--- config.mk ---
export PLATFORM = sky130hd
export DESIGN_NAME = lru_segment_buffer_cache
export DESIGN_NICKNAME = d
export VERILOG_FILES = /design/src/rtl/core/lsbc_pkg.sv /design/src/rtl/core/lsbc_tag_store.sv /design/src/rtl/core/lsbc_recency.sv /design/src/rtl/core/lsbc_ctrl.sv /design/src/rtl/core/lru_segment_buffer_cache.sv
export VERILOG_INCLUDE_DIRS = /design/src /design/src/rtl/core
export SDC_FILE = /design/constraint.sdc
export NUM_CORES = 1
export LEC_CHECK = 0
export BUFFER_PORTS_ARGS = -buffer_cell sky130_fd_sc_hd__buf_2
export CORE_MARGIN = 1
export CORE_UTILIZATION = 50
export DETAILED_ROUTE_END_ITERATION = 7
export GPL_ROUTABILITY_DRIVEN = 0
export GPL_TIMING_DRIVEN = 0
export PLACE_DENSITY = 0.75
export SKIP_LAST_GASP = 1
export SYNTH_ARGS = -nofsm -noshare
export SYNTH_HDL_FRONTEND = slang
export SYNTH_SLANG_ARGS = --single-unit
--- constraint.sdc ---
create_clock -name clk -period 10.6 [get_ports clk]
set_clock_uncertainty 0.1 [all_clocks]
set_input_delay 2.65 -clock clk [delete_from_list [all_inputs] [get_ports clk]]
set_output_delay 2.65 -clock clk [all_outputs]
set_load 0.05 [all_outputs]
--- src/rtl/core/assert_macros.svh ---
// assertion macros used by the top-level rtl file
`ifndef ASSERT_MACROS_SVH
`define ASSERT_MACROS_SVH

// property checked on every rising edge outside reset
`define ASSERT_PROP(lbl, clk, rstn, prop) \
    lbl: assert property (@(posedge clk) disable iff (!rstn) (prop)) \
        else $error("assertion failed");

// same-cycle implication
`define ASSERT_IMPL(lbl, clk, rstn, ante, cons) \
    `ASSERT_PROP(lbl, clk, rstn, (ante) |-> (cons))

// next-cycle implication
`define ASSERT_NEXT(lbl, clk, rstn, ante, cons) \
    `ASSERT_PROP(lbl, clk, rstn, (ante) |=> (cons))

`endif

--- src/rtl/core/lsbc_pkg.sv ---
// shared types and constants of the segment buffer cache
package lsbc_pkg;

    localparam int SLOTS_DEF      = 16;
    localparam int INDEX_BITS_DEF = 16;
    localparam int OWNER_W        = 8;
    localparam int SEG_W          = 16;
    localparam int LIMIT_W        = 17;
    localparam int SLOT_W         = 4;

    typedef enum logic [1:0] {
        ST_IDLE,
        ST_SCAN,
        ST_UPDATE
    } state_t;

    typedef struct packed {
        logic rd_en;
        logic wr_en;
    } store_ctl_t;

endpackage

--- src/rtl/core/lsbc_tag_store.sv ---
// tag memory with per-slot valid bits and registered read
module lsbc_tag_store #(
    parameter int SLOTS = lsbc_pkg::SLOTS_DEF,
    parameter int TAG_W = lsbc_pkg::SEG_W
) (
    input  logic                        clk,
    input  logic                        rst_n,
    input  lsbc_pkg::store_ctl_t        ctl,
    input  logic [$clog2(SLOTS)-1:0]    rd_addr,
    input  logic [$clog2(SLOTS)-1:0]    wr_addr,
    input  logic [lsbc_pkg::OWNER_W-1:0] wr_owner,
    input  logic [TAG_W-1:0]            wr_tag,
    output logic                        rd_valid,
    output logic [lsbc_pkg::OWNER_W-1:0] rd_owner,
    output logic [TAG_W-1:0]            rd_tag
);

    logic [lsbc_pkg::OWNER_W-1:0] owner_mem [SLOTS];
    logic [TAG_W-1:0]             tag_mem   [SLOTS];
    logic [SLOTS-1:0]             valid_reg;
    logic                         rd_valid_reg;
    logic [lsbc_pkg::OWNER_W-1:0] rd_owner_reg;
    logic [TAG_W-1:0]             rd_tag_reg;

    always_ff @(posedge clk)
    begin
        if (ctl.wr_en)
        begin
            owner_mem[wr_addr] <= wr_owner;
            tag_mem[wr_addr]   <= wr_tag;
        end
        if (ctl.rd_en)
        begin
            rd_owner_reg <= owner_mem[rd_addr];
            rd_tag_reg   <= tag_mem[rd_addr];
        end
    end

    always_ff @(posedge clk or negedge rst_n)
    begin
        if (!rst_n)
        begin
            valid_reg    <= '0;
            rd_valid_reg <= 1'b0;
        end
        else
        begin
            if (ctl.wr_en)
            begin
                valid_reg[wr_addr] <= 1'b1;
            end
            if (ctl.rd_en)
            begin
                rd_valid_reg <= valid_reg[rd_addr];
            end
        end
    end

    assign rd_valid = rd_valid_reg;
    assign rd_owner = rd_owner_reg;
    assign rd_tag   = rd_tag_reg;

endmodule

--- src/rtl/core/lsbc_recency.sv ---
// per-slot recency ranks, 0 is most recently used
module lsbc_recency #(
    parameter int SLOTS = lsbc_pkg::SLOTS_DEF
) (
    input  logic                     clk,
    input  logic                     rst_n,
    input  logic                     upd,
    input  logic [$clog2(SLOTS)-1:0] chosen,
    output logic [SLOTS-1:0]         lru_vec
);

    localparam int SlotW = $clog2(SLOTS);

    logic [SlotW-1:0] rank_reg  [SLOTS];
    logic [SlotW-1:0] rank_next [SLOTS];
    logic [SlotW-1:0] chosen_rank;

    assign chosen_rank = rank_reg[chosen];

    always_comb
    begin
        for (int s = 0; s < SLOTS; s++)
        begin
            rank_next[s] = rank_reg[s];
            if (upd)
            begin
                if (SlotW'(s) == chosen)
                begin
                    rank_next[s] = '0;
                end
                else if (rank_reg[s] < chosen_rank)
                begin
                    rank_next[s] = rank_reg[s] + 1'b1;
                end
            end
            lru_vec[s] = (rank_reg[s] == SlotW'(SLOTS - 1));
        end
    end

    always_ff @(posedge clk or negedge rst_n)
    begin
        if (!rst_n)
        begin
            for (int s = 0; s < SLOTS; s++)
            begin
                rank_reg[s] <= SlotW'(s);
            end
        end
        else
        begin
            rank_reg <= rank_next;
        end
    end

endmodule

--- src/rtl/core/lsbc_ctrl.sv ---
// sequencer and shared tag compare unit
module lsbc_ctrl #(
    parameter int SLOTS      = lsbc_pkg::SLOTS_DEF,
    parameter int INDEX_BITS = lsbc_pkg::INDEX_BITS_DEF,
    parameter int TAG_W      = lsbc_pkg::SEG_W
) (
    input  logic                          clk,
    input  logic                          rst_n,
    input  logic                          start,
    input  logic [lsbc_pkg::OWNER_W-1:0]  owner_id,
    input  logic [lsbc_pkg::SEG_W-1:0]    segment_index,
    input  logic [lsbc_pkg::LIMIT_W-1:0]  segment_limit,
    output logic                          busy,
    output logic                          done,
    output logic [lsbc_pkg::SLOT_W-1:0]   slot,
    output logic                          hit,
    output logic                          out_of_range,
    output lsbc_pkg::store_ctl_t          st_ctl,
    output logic [$clog2(SLOTS)-1:0]      rd_addr,
    output logic [$clog2(SLOTS)-1:0]      wr_addr,
    output logic [lsbc_pkg::OWNER_W-1:0]  wr_owner,
    output logic [TAG_W-1:0]              wr_tag,
    input  logic                          rd_valid,
    input  logic [lsbc_pkg::OWNER_W-1:0]  rd_owner,
    input  logic [TAG_W-1:0]              rd_tag,
    output logic                          rec_upd,
    output logic [$clog2(SLOTS)-1:0]      rec_chosen,
    input  logic [SLOTS-1:0]              lru_vec
);

    localparam int SlotW = $clog2(SLOTS);
    localparam logic [lsbc_pkg::SEG_W-1:0] IdxMask =
        (INDEX_BITS >= lsbc_pkg::SEG_W) ? {lsbc_pkg::SEG_W{1'b1}}
                                        : lsbc_pkg::SEG_W'((64'd1 << INDEX_BITS) - 64'd1);

    lsbc_pkg::state_t state_reg, state_next;

    logic [SlotW:0]                 cnt_reg, cnt_next;
    logic [lsbc_pkg::OWNER_W-1:0]   owner_reg, owner_next;
    logic [TAG_W-1:0]               tag_reg, tag_next;
    logic                           found_reg, found_next;
    logic [SlotW-1:0]               hit_slot_reg, hit_slot_next;
    logic [SlotW-1:0]               lru_slot_reg, lru_slot_next;
    logic [SlotW-1:0]               cmp_idx_reg, cmp_idx_next;
    logic                           cmp_live_reg, cmp_live_next;
    logic                           done_reg, done_next;
    logic [lsbc_pkg::SLOT_W-1:0]    slot_reg, slot_next;
    logic                           hit_reg, hit_next;
    logic                           oor_reg, oor_next;

    logic [lsbc_pkg::SEG_W-1:0]     idx_masked;
    logic                           accept;
    logic                           in_range;
    logic                           scan_end;
    logic                           match;
    logic [SlotW-1:0]               chosen;
    logic [SlotW+3:0]               chosen_ext;

    assign idx_masked = segment_index & IdxMask;
    assign accept     = start && (state_reg == lsbc_pkg::ST_IDLE);
    assign in_range   = {1'b0, idx_masked} < segment_limit;
    assign scan_end   = (cnt_reg == (SlotW + 1)'(SLOTS));
    assign match      = cmp_live_reg && rd_valid && (rd_owner == owner_reg)
                        && (rd_tag == tag_reg);
    assign chosen     = found_reg ? hit_slot_reg : lru_slot_reg;
    assign chosen_ext = {4'b0, chosen};

    // next state
    always_comb
    begin
        state_next = state_reg;
        unique case (state_reg)
            lsbc_pkg::ST_IDLE:
            begin
                if (accept && in_range)
                begin
                    state_next = lsbc_pkg::ST_SCAN;
                end
            end
            lsbc_pkg::ST_SCAN:
            begin
                if (scan_end)
                begin
                    state_next = lsbc_pkg::ST_UPDATE;
                end
            end
            lsbc_pkg::ST_UPDATE:
            begin
                state_next = lsbc_pkg::ST_IDLE;
            end
            default:
            begin
                state_next = lsbc_pkg::ST_IDLE;
            end
        endcase
    end

    // datapath and outputs
    always_comb
    begin
        cnt_next      = cnt_reg;
        owner_next    = owner_reg;
        tag_next      = tag_reg;
        found_next    = found_reg;
        hit_slot_next = hit_slot_reg;
        lru_slot_next = lru_slot_reg;
        cmp_idx_next  = cmp_idx_reg;
        cmp_live_next = 1'b0;
        done_next     = 1'b0;
        slot_next     = slot_reg;
        hit_next      = hit_reg;
        oor_next      = oor_reg;
        st_ctl        = '0;
        rd_addr       = cnt_reg[SlotW-1:0];
        rec_upd       = 1'b0;
        unique case (state_reg)
            lsbc_pkg::ST_IDLE:
            begin
                if (accept)
                begin
                    owner_next = owner_id;
                    tag_next   = idx_masked[TAG_W-1:0];
                    found_next = 1'b0;
                    cnt_next   = '0;
                    if (!in_range)
                    begin
                        done_next = 1'b1;
                        slot_next = '0;
                        hit_next  = 1'b0;
                        oor_next  = 1'b1;
                    end
                end
            end
            lsbc_pkg::ST_SCAN:
            begin
                if (!scan_end)
                begin
                    st_ctl.rd_en  = 1'b1;
                    cmp_live_next = 1'b1;
                    cmp_idx_next  = cnt_reg[SlotW-1:0];
                    cnt_next      = cnt_reg + 1'b1;
                end
                if (cmp_live_reg)
                begin
                    if (match)
                    begin
                        found_next    = 1'b1;
                        hit_slot_next = cmp_idx_reg;
                    end
                    if (lru_vec[cmp_idx_reg])
                    begin
                        lru_slot_next = cmp_idx_reg;
                    end
                end
            end
            lsbc_pkg::ST_UPDATE:
            begin
                rec_upd      = 1'b1;
                st_ctl.wr_en = !found_reg;
                done_next    = 1'b1;
                slot_next    = chosen_ext[3:0];
                hit_next     = found_reg;
                oor_next     = 1'b0;
            end
            default:
            begin
                done_next = 1'b0;
            end
        endcase
    end

    assign wr_addr    = chosen;
    assign wr_owner   = owner_reg;
    assign wr_tag     = tag_reg;
    assign rec_chosen = chosen;

    always_ff @(posedge clk or negedge rst_n)
    begin
        if (!rst_n)
        begin
            state_reg    <= lsbc_pkg::ST_IDLE;
            cnt_reg      <= '0;
            cmp_live_reg <= 1'b0;
            found_reg    <= 1'b0;
            done_reg     <= 1'b0;
        end
        else
        begin
            state_reg    <= state_next;
            cnt_reg      <= cnt_next;
            cmp_live_reg <= cmp_live_next;
            found_reg    <= found_next;
            done_reg     <= done_next;
        end
    end

    always_ff @(posedge clk)
    begin
        owner_reg    <= owner_next;
        tag_reg      <= tag_next;
        hit_slot_reg <= hit_slot_next;
        lru_slot_reg <= lru_slot_next;
        cmp_idx_reg  <= cmp_idx_next;
        slot_reg     <= slot_next;
        hit_reg      <= hit_next;
        oor_reg      <= oor_next;
    end

    assign busy         = (state_reg != lsbc_pkg::ST_IDLE);
    assign done         = done_reg;
    assign slot         = slot_reg;
    assign hit          = hit_reg;
    assign out_of_range = oor_reg;

endmodule

--- src/rtl/core/lru_segment_buffer_cache.sv ---
// top level of the fully associative lru segment buffer cache
//
//  channel   handshake          payload
//  request   start / busy       owner_id, segment_index, segment_limit
//  result    done (one cycle)   slot, hit, out_of_range
//
// an in-range item keeps busy high from the accepting edge through the scan and update
// states, and done rises as busy falls: one tag read and compare per slot through the
// single compare unit, a final compare of the last read, then the update state
// an out-of-range item gives done on the next cycle and never raises busy
// reset clears valid bits and the sequencer, presets ranks; no clearing pass is needed
// done is shown for one cycle and cannot be held off
`include "assert_macros.svh"

module lru_segment_buffer_cache #(
    parameter int SLOTS      = lsbc_pkg::SLOTS_DEF,
    parameter int INDEX_BITS = lsbc_pkg::INDEX_BITS_DEF
) (
    input  logic                          clk,
    input  logic                          rst_n,
    input  logic                          start,
    output logic                          busy,
    input  logic [lsbc_pkg::OWNER_W-1:0]  owner_id,
    input  logic [lsbc_pkg::SEG_W-1:0]    segment_index,
    input  logic [lsbc_pkg::LIMIT_W-1:0]  segment_limit,
    output logic                          done,
    output logic [lsbc_pkg::SLOT_W-1:0]   slot,
    output logic                          hit,
    output logic                          out_of_range
);

    localparam int SlotW = $clog2(SLOTS);
    localparam int TagW  = (INDEX_BITS < lsbc_pkg::SEG_W) ? INDEX_BITS : lsbc_pkg::SEG_W;

    lsbc_pkg::store_ctl_t          st_ctl;
    logic [SlotW-1:0]              rd_addr;
    logic [SlotW-1:0]              wr_addr;
    logic [lsbc_pkg::OWNER_W-1:0]  wr_owner;
    logic [TagW-1:0]               wr_tag;
    logic                          rd_valid;
    logic [lsbc_pkg::OWNER_W-1:0]  rd_owner;
    logic [TagW-1:0]               rd_tag;
    logic                          rec_upd;
    logic [SlotW-1:0]              rec_chosen;
    logic [SLOTS-1:0]              lru_vec;

    lsbc_tag_store #(
        .SLOTS (SLOTS),
        .TAG_W (TagW)
    ) u_store (
        .clk      (clk),
        .rst_n    (rst_n),
        .ctl      (st_ctl),
        .rd_addr  (rd_addr),
        .wr_addr  (wr_addr),
        .wr_owner (wr_owner),
        .wr_tag   (wr_tag),
        .rd_valid (rd_valid),
        .rd_owner (rd_owner),
        .rd_tag   (rd_tag)
    );

    lsbc_recency #(
        .SLOTS (SLOTS)
    ) u_recency (
        .clk     (clk),
        .rst_n   (rst_n),
        .upd     (rec_upd),
        .chosen  (rec_chosen),
        .lru_vec (lru_vec)
    );

    lsbc_ctrl #(
        .SLOTS      (SLOTS),
        .INDEX_BITS (INDEX_BITS),
        .TAG_W      (TagW)
    ) u_ctrl (
        .clk           (clk),
        .rst_n         (rst_n),
        .start         (start),
        .owner_id      (owner_id),
        .segment_index (segment_index),
        .segment_limit (segment_limit),
        .busy          (busy),
        .done          (done),
        .slot          (slot),
        .hit           (hit),
        .out_of_range  (out_of_range),
        .st_ctl        (st_ctl),
        .rd_addr       (rd_addr),
        .wr_addr       (wr_addr),
        .wr_owner      (wr_owner),
        .wr_tag        (wr_tag),
        .rd_valid      (rd_valid),
        .rd_owner      (rd_owner),
        .rd_tag        (rd_tag),
        .rec_upd       (rec_upd),
        .rec_chosen    (rec_chosen),
        .lru_vec       (lru_vec)
    );

    `ASSERT_IMPL(a_oor_fields_zero, clk, rst_n, done && out_of_range, (slot == '0) && !hit)
    `ASSERT_IMPL(a_result_ends_work, clk, rst_n, done && !out_of_range, !busy)
    `ASSERT_NEXT(a_refill_writes_valid, clk, rst_n, st_ctl.wr_en, done && !hit)
    `ASSERT_PROP(a_one_lru_slot, clk, rst_n, $onehot(lru_vec))

endmodule
# Word-level counts from Yosys, hierarchy flattened

Memory sizes are Yosys's and may differ from the RTL's. A register that Yosys moved wholly into a read port is not among the register bits.
Cells that the tools add are included.

Bits in registers: 133
Bits in writable memories: 384
Input bits: 44
Output and inout bits: 8
Word-level logic and storage cells: 240
Memories: 2

Add/sub/neg operators: 17
Magnitude comparators: 22
Eq/ne operators: 43
Muxes and demuxes: 70
Bitwise operators: 3
Reductions and logical operators: 52

Memory list:

| name              | words | width | rd ports | clocked after Yosys merged registers in | write ports | line                 | text |
|---|---|---|---|---|---|---|---|
| u_store.tag_mem   | 16    | 16    | 1        | 1                                       | 1           | lsbc_tag_store.sv:19 | `logic [TAG_W-1:0] tag_mem [SLOTS];` |
| u_store.owner_mem | 16    | 8     | 1        | 1                                       | 1           | lsbc_tag_store.sv:18 | `logic [lsbc_pkg::OWNER_W-1:0] owner_mem [SLOTS];` |

Operators by type and width:

| cell                                                        | count |
|---|---|
| 2-to-1 mux 4 bit                                            | 37 |
| adder 4 x 1 -> 4 bit (second input constant)                | 16 |
| == test 4 bit (second input constant)                       | 16 |
| less-than comparator 4 bit                                  | 16 |
| AND reduction 2 bit                                         | 19 |
| nonzero test 2 bit                                          | 19 |
| == test 4 bit (first input constant)                        | 8 |
| 2-to-1 mux 1 bit                                            | 18 |
| less-than comparator 16 x 17 -> 1 bit                       | 1 |
| binary-select mux 4 bit (select 4 bit)                      | 1 |
| == test 16 bit                                              | 1 |
| == test 3 x 4 -> 1 bit (first input constant)               | 4 |
| OR 16 bit                                                   | 1 |
| less-than comparator 4 x 5 -> 1 bit (second input constant) | 3 |
| AND reduction 3 bit                                         | 4 |
| 2-to-1 mux 5 bit                                            | 2 |
| one-hot mux 5 bit (2 select lines)                          | 1 |
| binary-select mux 1 bit (select 4 bit)                      | 2 |
| == test 2 x 4 -> 1 bit (first input constant)               | 2 |
| == test 8 bit                                               | 1 |
| != test 2 x 1 -> 1 bit (second input constant)              | 4 |
| one-hot mux 1 bit (2 select lines)                          | 4 |
| one-hot mux 4 bit (2 select lines)                          | 1 |
| logical AND 1 bit                                           | 6 |
| other kinds (17)                                            | 20 |

# Depth between registers and ports, before layout

Gate-level depths: netlist of run 1.

Depth after elaboration: 8
Depth in mapped cells: 17
Mapped depth without buffers: 14

# Cells and area by module

A second synthesis of run 1 with hierarchy kept.

Cell total of the unflattened synthesis: 1396
Area total of the unflattened synthesis: 24076.8 um2

Modules (own cells, without submodules):

| module         | instances | cells each | area an instance (um2) | seq. area each (um2) |
|---|---|---|---|---|
| lsbc_tag_store | 1         | 620        | 16035.4                | 12677.2 |
| lsbc_recency   | 1         | 576        | 5366.4                 | 1641.6 |
| lsbc_ctrl      | 1         | 200        | 2675.1                 | 1511.4 |

# Worst setup path before layout of run 1

OpenSTA, ideal clock, no wires.

Path type: input to register
From: input port segment_limit[1] (netlist bit)
To: register u_ctrl.hit_reg (netlist: u_ctrl.hit) (enable)
Library setup time: 0.265 ns
Data arrival time: 3.986 ns
Required time: 10.235 ns
Slack: 6.248 ns
Cell stages on the path: 9
Buffers on the path: 0
Cell sequence: inv_1 ha_1 a21o_1 a21o_1 a21o_1 a21oi_1 nor2_1 o21a_1 a21o_1

Cells in the longest elaborated chain, start to end: 3

Ends and longest elaborated chain:

| element                               | line                           | text |
|---|---|---|
| start: declaration                    | lru_segment_buffer_cache.sv:25 | `input logic [lsbc_pkg::LIMIT_W-1:0] segment_limit,` |
| less-than comparator 16 x 17 -> 1 bit | lsbc_ctrl.sv:61                | `assign in_range = {1'b0, idx_masked} < segment_limit;` |
| != test 2 bit (no source line)        | --                             |  |
| AND reduction 3 bit (no source line)  | --                             |  |
| end signal: assignment                | lsbc_ctrl.sv:205               | `hit_reg <= hit_next;` |
| end: declaration                      | lsbc_ctrl.sv:48                | `logic hit_reg, hit_next;` |

No other way between the ends.
A chain may end at the register's enable or synchronous reset.

# Worst setup path after layout of run 1

From: register u_ctrl.found_reg
To: register u_recency.rank_reg[19] (netlist bit)

Cells in the longest elaborated chain, start to end: 8
Elaborated cells between the ends (all ways): 10
Classes of those cells: order compare (1); eq/ne (1); mux (5); bitwise (1); reduce/logical (2)

Ends and longest elaborated chain:

| element                                             | line               | text |
|---|---|---|
| start: declaration                                  | lsbc_ctrl.sv:41    | `logic found_reg, found_next;` |
| start signal: assignment                            | lsbc_ctrl.sv:192   | `found_reg <= found_next;` |
| 2-to-1 mux 4 bit (*)                                | lsbc_ctrl.sv:65    | `assign chosen = found_reg ? hit_slot_reg : lru_slot_reg;` |
| NOT 4 -> 5 bit (implied by the code)                | lsbc_recency.sv:18 | `assign chosen_rank = rank_reg[chosen];` |
| binary-select mux 4 bit (select 4 bit)              | lsbc_recency.sv:18 |  |
| 2-to-1 mux 4 bit (implied by the code) (2 in a row) | lsbc_recency.sv:18 |  |
| less-than comparator 4 bit                          | lsbc_recency.sv:31 | `else if (rank_reg[s] < chosen_rank)` |
| nonzero test 2 bit (no source line)                 | --                 |  |
| AND reduction 2 bit (no source line)                | --                 |  |
| end signal: indexed assignment                      | lsbc_recency.sv:46 | `rank_reg[s] <= SlotW'(s);` |
| end signal: assignment                              | lsbc_recency.sv:51 | `rank_reg <= rank_next;` |
| end: declaration                                    | lsbc_recency.sv:14 | `logic [SlotW-1:0] rank_reg [SLOTS];` |

Every way passes the cells marked *; elsewhere a longest branch is shown, timed or not. The select of a mux whose other input is x is not followed.

==> results of run 1 <==
[layer usage]
layer	GRT usage	share of wire
met1	0.333	0.39
met2	0.403	0.48
met3	0.0467	0.087
met4	0.106	0.041
met5	0	0
[cells in the final DEF (no fill, tap or decap), types with 32 or more instances in the layout]
| master | synthesis | layout |
|---|---|---|
| ha_1 | 81 | 81 |
| edfxtp_1 | 450 | 450 |
| clkbuf_16 | 0 | 54 |
| clkbuf_1 | 34 | 40 |
| mux4_2 | 133 | 133 |
| nand3_1 | 47 | 47 |
| dfrtp_1 | 59 | 59 |
| buf_2 | 1 | 51 |
| nand2_1 | 79 | 79 |
| o21ai_0 | 35 | 35 |
| dfstp_2 | 32 | 32 |
| nor2_1 | 54 | 38 |
| inv_1 | 38 | 37 |
[power by group through the flow]
| stage | Clock, uW | Combinational, uW | Sequential, uW |
|---|---|---|---|
| detailed placement | 0 | 1800 | 2730 |
| floorplan | 0 | 1270 | 2680 |
| finish | 1920 | 1810 | 2700 |
| CTS | 1930 | 1820 | 2690 |
| global placement | 0 | 1720 | 2730 |
| global route | 2020 | 1940 | 2710 |
[critical path, stage by stage, from the launching register on]
cell and delay [ps]:
dfrtp_1 340, buf_6 150, mux2i_1 790, clkbuf_1 530, clkbuf_1 570, nor2_1 80
a211oi_1 260, a311oi_1 100, a211oi_1 290, a21o_1 760, ha_1 380, o21a_1 190
o21ai_0 170, a21oi_1 70, or2_2 320, o311ai_0 330, o31ai_1 130
[layout make-up]
| cell class | count | area (um^2) |
|---|---|---|
| buffer | 53 | 209 |
| inverter | 39 | 146 |
| multi-input combinational | 760 | 7520 |
| clock inverter | 38 | 387 |
| tap | 607 | 759 |
| timing repair buffer | 69 | 716 |
| sequential | 541 | 15800 |
| clock buffer | 61 | 1380 |
| fill | 3347 | 19600 |
[cell families (layout without fill, tap and decap cells)]
| kind of cell | count (synthesis) | after routing | synth area share |
|---|---|---|---|
| flip-flops | 541 | 541 | 0.671 |
| AND/OR/NAND/NOR | 287 | 287 | 0.0605 |
| AO/OA/AOI/OAI | 202 | 202 | 0.0594 |
| multiplexers | 163 | 163 | 0.141 |
| buffers and inverters | 92 | 260 | 0.0150 |
| adder cells (fa/ha/maj) | 81 | 81 | 0.0430 |
| XOR/XNOR | 27 | 27 | 0.0100 |
[worst max-delay path by stage]
stage / from / end / slack, ps
finish: u_ctrl.found_reg / u_recency.rank_reg[19] / 4960
floorplan: segment_limit[1] / u_ctrl.hit / 6250
global placement: u_ctrl.found_reg / u_store.tag_mem[7][11] / 5030
CTS: u_ctrl.found_reg / u_recency.rank_reg[19] / 5170
detailed placement: u_ctrl.found_reg / u_recency.rank_reg[19] / 5160
global route: u_ctrl.found_reg / u_recency.rank_reg[19] / 4730
[per-stage QoR]
stage	cells	setup WS (ps)	hold slack, ps
after floorplan	1393	6250	323
after global placement	2051	5030	333
after detailed placement	2069	5160	348
after CTS	2168	5170	365
after global routing	2168	4730	362
final	2168	4960	360
==> results.sh, run 1 <==
export IMPL_total_power_uw=6420
export IMPL_grt_pass1_vias=13900
export IMPL_final_util=0.579
export IMPL_synth_common_cells="450 x edfxtp_1, 133 x mux4_2, 81 x ha_1, 79 x nand2_1, 59 x dfrtp_1"
export IMPL_htree_levels=2
export IMPL_min_from="u_ctrl.cnt_reg[3]"
export IMPL_die_y_um=219
export IMPL_ys_ff_latch=541
export IMPL_grt_pass1_wl_mm=86.4
export IMPL_ctsHoldBuffers=0
export IMPL_tightest_slew_ps=1290
export IMPL_yosysWarnings=0
export IMPL_cts_buffers_inserted=53
export IMPL_worstPathMaxFanout=16
export IMPL_power_density_nw_per_um2=238
export IMPL_rsz0062_at_grt="no"
export IMPL_vias=13700
export IMPL_comb_power_share=0.282
export IMPL_r2r_start="u_ctrl.found_reg"
export IMPL_ctsResizeCount=0
export IMPL_required_ps=11020
export IMPL_start_util=0.507
export IMPL_setup_viol=0
export IMPL_insertion_delay_ps=600
export IMPL_drive_gt1_frac=0.241
export IMPL_path_clk_slew_ps=60
export IMPL_synth_area_leaders="edfxtp_1 57%, mux4_2 13%, dfrtp_1 6.3%, ha_1 4.3%, dfstp_2 3.6%"
export IMPL_final_cell_area_um2=26900
export IMPL_drcViolationCount=0
export IMPL_io_pins=52
export IMPL_synth_avg_cell_area_um2=16.9
export IMPL_rows=79
export IMPL_synth_cell_types=61
export IMPL_power_switching_uw=1990
export IMPL_drv_slew=0
export IMPL_ir_worst_vdd_uv=199
export IMPL_core_um2=46600
export IMPL_rrSetupSlack_ps=4960
export IMPL_drv_cap=0
export IMPL_antenna_found_initial=0
export IMPL_clock_sinks=541
export IMPL_synth_cells=1393
export IMPL_synth_edf_count=450
export IMPL_hold_viol=0
export IMPL_power_leakage_uw=0.00943
export IMPL_fin_crit_sh=0.532
export IMPL_synth_fp_nets=1518
export IMPL_switching_share=0.310
export IMPL_synth_top_area_cell="edfxtp_1"
export IMPL_largest_reg_flops=256
export IMPL_path_class="flip-flop to flip-flop"
export IMPL_synth_top_area_share=0.573
export IMPL_portBuffers=51
export IMPL_synthMostInstantiatedCell="edfxtp_1"
export IMPL_fin_crit_ps=5640
export IMPL_setup_tns_ps=0
export IMPL_diodes=0
export IMPL_pwr_share_clk=0.298
export IMPL_synth_area_um2=23600
export IMPL_crit_path_start_kind="flip-flop"
export IMPL_fin_nets=1642
export IMPL_firstDrtPassIters=5
export IMPL_synth_ff_type="edfxtp_1"
export IMPL_ys_seq_area_frac=0.671
export IMPL_die_area_um2=48000
export IMPL_worst_setup_path_end_kind="flip-flop"
export IMPL_dr_first_iter_drc_count=1594
export IMPL_reg2reg_depth=16
export IMPL_internal_power_uw=4430
export IMPL_routed_wl_mm=57.7
export IMPL_hpwl_mm=36.7
export IMPL_hp_class="flip-flop to flip-flop"
export IMPL_grt_max_degree=68
export IMPL_ant_nets=0
export IMPL_whs_path_depth=0
export IMPL_cts_setup_buffers=0
export IMPL_fmax_mhz=177
export IMPL_grt_ovfl_total=0
export IMPL_viasPerCell=6.33
export IMPL_drt_wirelength_per_cell_um=26.6
export IMPL_cts_tree="built"
export IMPL_syn2layout_area_growth_pct=14.2
export IMPL_min_to="u_ctrl.cmp_idx_reg[3]"
export IMPL_async_flop_share=0.168
export IMPL_maxSlewHeadroom=0.143
export IMPL_cp_arrival_ps=6050
export IMPL_outcome="completed"
export IMPL_root_buffer="clkbuf_16"
export IMPL_seqPwrFrac=0.420
export IMPL_grtUsageTotal=0.249
export IMPL_die_w_um=219
export IMPL_place_area_um2=25200
export IMPL_r2r_end="u_recency.rank_reg[19]"
export IMPL_cts_buffer_depth=3
(Power assumes the default switching activity.)
==> run 2, diff against run 1 <==
- PLACE_DENSITY: 0.75 -> 0.77
- clock period: 10.6 -> 4.9 ns (I/O delays scaled with it)
==> run 2 against run 1 <==
  * Critical path depth unchanged
  * Via count up 1.6%
  * Sequential share of layout area decreased by 0.16 points
  * Wire length rose by 3.3%
  * Die area unchanged
  * Sequential power up 120%
  * First-iteration DRC count is 1.9% higher
  * Sequential cell count unchanged
  * Fmax is 23% higher
  * Setup slack worse by 4700 ps
  * Power grew 120%
==> results.sh, run 2 (same netlist as run 1, synthesis figures left out) <==
export IMPL_hp_class="flip-flop to flip-flop"
export IMPL_whs_path_depth=0
export IMPL_tightest_slew_ps=1310
export IMPL_grtUsageTotal=0.255
export IMPL_final_cell_mix="450 x edfxtp_1, 133 x mux4_2, 81 x ha_1, 79 x nand2_1, 59 x dfrtp_1"
export IMPL_ant_nets=0
export IMPL_drcViolationCount=0
export IMPL_fin_nets=1642
export IMPL_final_util=0.580
export IMPL_firstDrtPassIters=5
export IMPL_routed_wl_mm=59.6
export IMPL_portBuffers=51
export IMPL_ir_worst_vdd_uv=371
export IMPL_root_buffer="clkbuf_16"
export IMPL_hold_viol=0
export IMPL_total_power_uw=14100
export IMPL_outcome="completed"
export IMPL_grt_max_degree=66
export IMPL_fin_crit_sh=0.939
export IMPL_path_cells="buf_6 > mux2i_2 > clkbuf_2 > clkbuf_2 > nor2_1 > a211oi_1 > a31oi_1 > a211oi_1 > a21o_4 > ha_1 > o21a_1 > o21ai_0 > a21oi_1 > or2_2 > o311ai_0 > o31ai_1"
export IMPL_core_um2=46600
export IMPL_cp_slowest_cell="mux2i_2"
export IMPL_setup_tns_ps=0
export IMPL_viasPerCell=6.43
export IMPL_comb_power_share=0.281
export IMPL_path_class="flip-flop to flip-flop"
export IMPL_clock_sinks=541
export IMPL_crit_path_start_kind="flip-flop"
export IMPL_path_clk_slew_ps=60
export IMPL_rsz0062_at_grt="no"
export IMPL_insertion_delay_ps=610
export IMPL_power_density_nw_per_um2=522
export IMPL_drv_cap=0
export IMPL_htree_levels=2
export IMPL_hpwl_mm=37.1
export IMPL_worstPathMaxFanout=16
export IMPL_drt_wirelength_per_cell_um=27.5
export IMPL_seqPwrFrac=0.414
export IMPL_io_pins=52
export IMPL_cts_buffer_depth=3
export IMPL_setup_viol=0
export IMPL_drv_slew=0
export IMPL_die_w_um=219
export IMPL_pwr_share_clk=0.305
export IMPL_worst_setup_path_end_kind="flip-flop"
export IMPL_slowest_delay_ps=530
export IMPL_die_y_um=219
export IMPL_power_switching_uw=4400
export IMPL_cts_tree="built"
export IMPL_reg2reg_depth=16
export IMPL_dr_first_iter_drc_count=1624
export IMPL_maxSlewHeadroom=0.127
export IMPL_cts_setup_buffers=0
export IMPL_final_common_cell="edfxtp_1"
export IMPL_vias=14000
export IMPL_cts_buffers_inserted=53
export IMPL_internal_power_uw=9710
export IMPL_antenna_found_initial=0
export IMPL_grt_ovfl_total=0
export IMPL_grt_pass1_wl_mm=87.8
export IMPL_syn2layout_area_growth_pct=14.6
export IMPL_power_leakage_uw=0.00946
export IMPL_switching_share=0.312
export IMPL_diodes=0
export IMPL_fmax_mhz=217
export IMPL_start_util=0.507
export IMPL_grt_pass1_vias=14100
export IMPL_cp_arrival_ps=5020
export IMPL_die_area_um2=48000
export IMPL_largest_reg_flops=256
export IMPL_drive_gt1_frac=0.250
export IMPL_fin_crit_ps=4600
export IMPL_required_ps=5320
export IMPL_rows=79
==> run 2: changes by cell type in the layout (fill, tap and decap cells not counted), sizes merged <==
cell / previous run / this run
clkinvlp: 4 / 7
clkbuf: 95 / 89
inv: 38 / 40
bufinv: 7 / 9
==> run 2: cell type report <==
| type | instances | area, um^2 |
|---|---|---|
| clock inverter | 45 | 495 |
| sequential | 541 | 15800 |
| multi-input combinational | 760 | 7530 |
| buffer | 53 | 211 |
| fill | 3260 | 19500 |
| clock buffer | 55 | 1360 |
| timing repair buffer | 69 | 686 |
| inverter | 39 | 146 |
| tap | 607 | 759 |
==> run 2: final timing paths <==
| path | startpoint | endpoint | slack, ps |
|---|---|---|---|
| setup / recovery | u_ctrl.found_reg | u_recency.rank_reg[19] | 300 |
| hold / removal | u_ctrl.cnt_reg[3] | u_ctrl.cmp_idx_reg[3] | 350 |
| setup reg to reg | u_ctrl.found_reg | u_recency.rank_reg[19] | 300 |
| hold reg to reg | u_ctrl.cnt_reg[3] | u_ctrl.cmp_idx_reg[3] | 350 |
| max in group asynchronous | rst_n | u_recency.rank_reg[56] | 3540 |
| min in group asynchronous | rst_n | u_recency.rank_reg[18] | 440 |
==> run 2: what timing repair did <==
item	in CTS	in global routing
hold endpoints to repair	0	0
cloned	0	0
endpoints found under the setup margin	64	24
gates resized for setup	3	5
hold buffers	0	0
pin swaps	0	0
==> run 2: per-layer routing <==
metal  share of wire  track usage  vias up
met2            0.50        0.423      784
li1                -            -     5850
met4           0.042        0.109        0
met1            0.38        0.328     7132
met3           0.081       0.0502      186
met5               0            0        -
==> run 2: worst max-delay path, delay by kind of cell (launching register included) <==
| kind | cells | cell delay, ps |
|---|---|---|
| AOI/OAI and AO/OA | 9 | 1970 |
| adders and majority gates | 1 | 290 |
| buffers and inverters | 3 | 860 |
| DFF | 1 | 360 |
| muxes | 1 | 530 |
| and+or+nand+nor | 2 | 390 |
==> run 2: power groups by stage <==
stage | Clock [uW] | Combinational [uW] | Sequential, uW
after CTS | 4330 | 3950 | 5830
final | 4310 | 3960 | 5840
after floorplan | 0 | 2760 | 5800
after detailed placement | 0 | 3890 | 5910
after global placement | 0 | 3710 | 5900
after global routing | 4500 | 4240 | 5880
==> run 2: through the flow <==
step                      hold WS [ps]  worst slack (ps)  instances  area (um^2)
after floorplan                    323               960       1393        23600
after global placement             343              -680       2051        24600
after detailed placement           339              -558       2069        25200
after CTS                          352               156       2169        27000
after global routing               375              71.5       2169        27000
final                              354               300       2169        27000
==> run 3, diff against run 2 <==
- CELL_PAD_IN_SITES_DETAIL_PLACEMENT: default -> 1
- CELL_PAD_IN_SITES_GLOBAL_PLACEMENT: default -> 2
- CORE_UTILIZATION: 50 -> 43
- PLACE_DENSITY: 0.77 -> 0.85
- SLEW_MARGIN: default -> 10
==> run 3 against run 2 <==
  * First-iteration DRC count shrank 20%
  * Fmax down 0.37%
  * Utilization is 7.8 points lower
  * Critical endpoint is now u_recency.rank_reg[58]
  * Largest cell class unchanged
  * Highest routed layer unchanged
==> results.sh, run 3 (same netlist as run 1, synthesis figures left out) <==
export IMPL_grtUsageTotal=0.235
export IMPL_hpwl_mm=42.6
export IMPL_drv_slew=0
export IMPL_slowest_delay_ps=550
export IMPL_place_area_um2=25300
export IMPL_rows=85
export IMPL_setup_tns_ps=0
export IMPL_htree_levels=2
export IMPL_hold_viol=0
export IMPL_path_cells="buf_6 > mux2i_4 > clkbuf_1 > clkbuf_1 > a311oi_1 > a211oi_1 > a21o_2 > ha_1 > o21ai_0 > a21oi_1 > or2_1 > or4_1 > nand3_1"
export IMPL_die_w_um=236
export IMPL_grt_max_degree=78
export IMPL_maxSlewHeadroom=0.134
export IMPL_path_class="flip-flop to flip-flop"
export IMPL_worstPathMaxFanout=16
export IMPL_dpl_cell_count=2158
export IMPL_firstDrtPassIters=5
export IMPL_rrSetupSlack_ps=280
export IMPL_fin_crit_ps=4620
export IMPL_insertion_delay_ps=650
export IMPL_power_density_nw_per_um2=523
export IMPL_hp_class="input port to asynchronous set/reset pin"
export IMPL_fin_nets=1645
export IMPL_cp_slowest_cell="clkbuf_1"
export IMPL_power_leakage_uw=0.00949
export IMPL_routed_wl_mm=64.2
export IMPL_final_cell_mix="450 x edfxtp_1, 133 x mux4_2, 81 x ha_1, 79 x nand2_1, 59 x dfrtp_1"
export IMPL_path_clk_slew_ps=70
export IMPL_final_common_cell="edfxtp_1"
export IMPL_viasPerCell=6.09
export IMPL_outcome="completed"
export IMPL_portBuffers=51
export IMPL_cts_buffers_inserted=56
export IMPL_syn2layout_area_growth_pct=15.1
export IMPL_cp_common_cell="clkbuf_1"
export IMPL_drive_gt1_frac=0.246
export IMPL_clock_sinks=541
export IMPL_final_util=0.502
export IMPL_cp_arrival_ps=5070
export IMPL_cts_tree="built"
export IMPL_crit_path_start_kind="flip-flop"
export IMPL_fmax_mhz=217
export IMPL_ant_nets=0
export IMPL_antenna_found_initial=0
export IMPL_final_cells=2262
export IMPL_drcViolationCount=0
export IMPL_vias=13800
export IMPL_core_um2=54000
export IMPL_rsz0062_at_grt="yes"
export IMPL_dr_first_iter_drc_count=1302
export IMPL_io_pins=52
export IMPL_grt_pass1_vias=14600
export IMPL_grt_pass1_wl_mm=95.6
export IMPL_largest_reg_flops=256
export IMPL_root_buffer="clkbuf_16"
export IMPL_tightest_slew_ps=1300
export IMPL_diodes=0
export IMPL_final_cell_area_um2=27100
export IMPL_cts_buffer_depth=3
export IMPL_grt_ovfl_total=0
export IMPL_cpLargestDelayFamily="compound AO/OA/AOI/OAI gates"
export IMPL_drv_cap=0
export IMPL_start_util=0.437
export IMPL_worst_setup_path_end_kind="flip-flop"
export IMPL_fin_crit_sh=0.942
export IMPL_ir_worst_vdd_uv=325
export IMPL_setup_viol=0
export IMPL_drt_wirelength_per_cell_um=28.4
export IMPL_crit_buf_inv=3
export IMPL_die_y_um=236
export IMPL_die_area_um2=55800
export IMPL_required_ps=5350
## run 3: changes by cell type in the layout (fill, tap and decap cells not counted), sizes merged
cell / delta
bufinv: -2
clkinv: +3
clkinvlp: -6
clkbuf: +12
inv: -1
buf: -2
## run 3: per-layer routing
layer	track usage	wire, um	up-vias
li1	-	-	5843
met2	0.386	31300	536
met1	0.321	27200	7282
met5	0	0	-
met3	0.0393	3940	112
met4	0.0697	1700	0
## run 3: where the power goes
part           internal, uW  total (uW)  switching (uW)
clock network          2480        4340            1860
logic                  1730        4020            2280
registers              5480        5850             367
## run 3: worst reg2reg max path, stage by stage, from the launching register on
cell      delay (ps)
dfrtp_1          370
buf_6            170
mux2i_4          470
clkbuf_1         560
clkbuf_1         420
a311oi_1         180
a211oi_1         280
a21o_2           510
ha_1             340
o21ai_0          190
a21oi_1           90
or2_1            300
or4_1            490
nand3_1          100
## run 3: final cells by class
cell class,instances,area (um^2)
timing repair buffer,69,682
sequential,541,15800
multi-input combinational,760,7540
fill,5113,26900
clock buffer,65,1440
inverter,39,146
buffer,53,214
tap,696,871
clock inverter,39,425
## run 3: final timing paths
path / to / from / cells after the start
min: u_recency.rank_reg[20] / rst_n / 1
max reg2reg: u_recency.rank_reg[58] / u_ctrl.found_reg / 13
max in group asynchronous: u_recency.rank_reg[46] / rst_n / 2
max: u_recency.rank_reg[58] / u_ctrl.found_reg / 13
min reg2reg: u_ctrl.cmp_idx_reg[3] / u_ctrl.cnt_reg[3] / 0
min in group clk: u_ctrl.cmp_idx_reg[3] / u_ctrl.cnt_reg[3] / 0
## run 3: metrics by stage
stage / hold slack (ps) / setup slack (ps) / power [uW]
final: 344 / 283 / 14200
after global placement: 331 / -851 / 9720
after CTS: 329 / 34.6 / 14300
after global routing: 332 / -20.9 / 14800
after detailed placement: 334 / -745 / 9930
after floorplan: 323 / 960 / 8560
## run 3: repair_timing
action / CTS / global route
setup endpoints to repair: 64 / 46
hold endpoints to repair: 0 / 0
resized for setup: 4 / 4
setup buffers: 0 / 0
hold buffers: 0 / 0
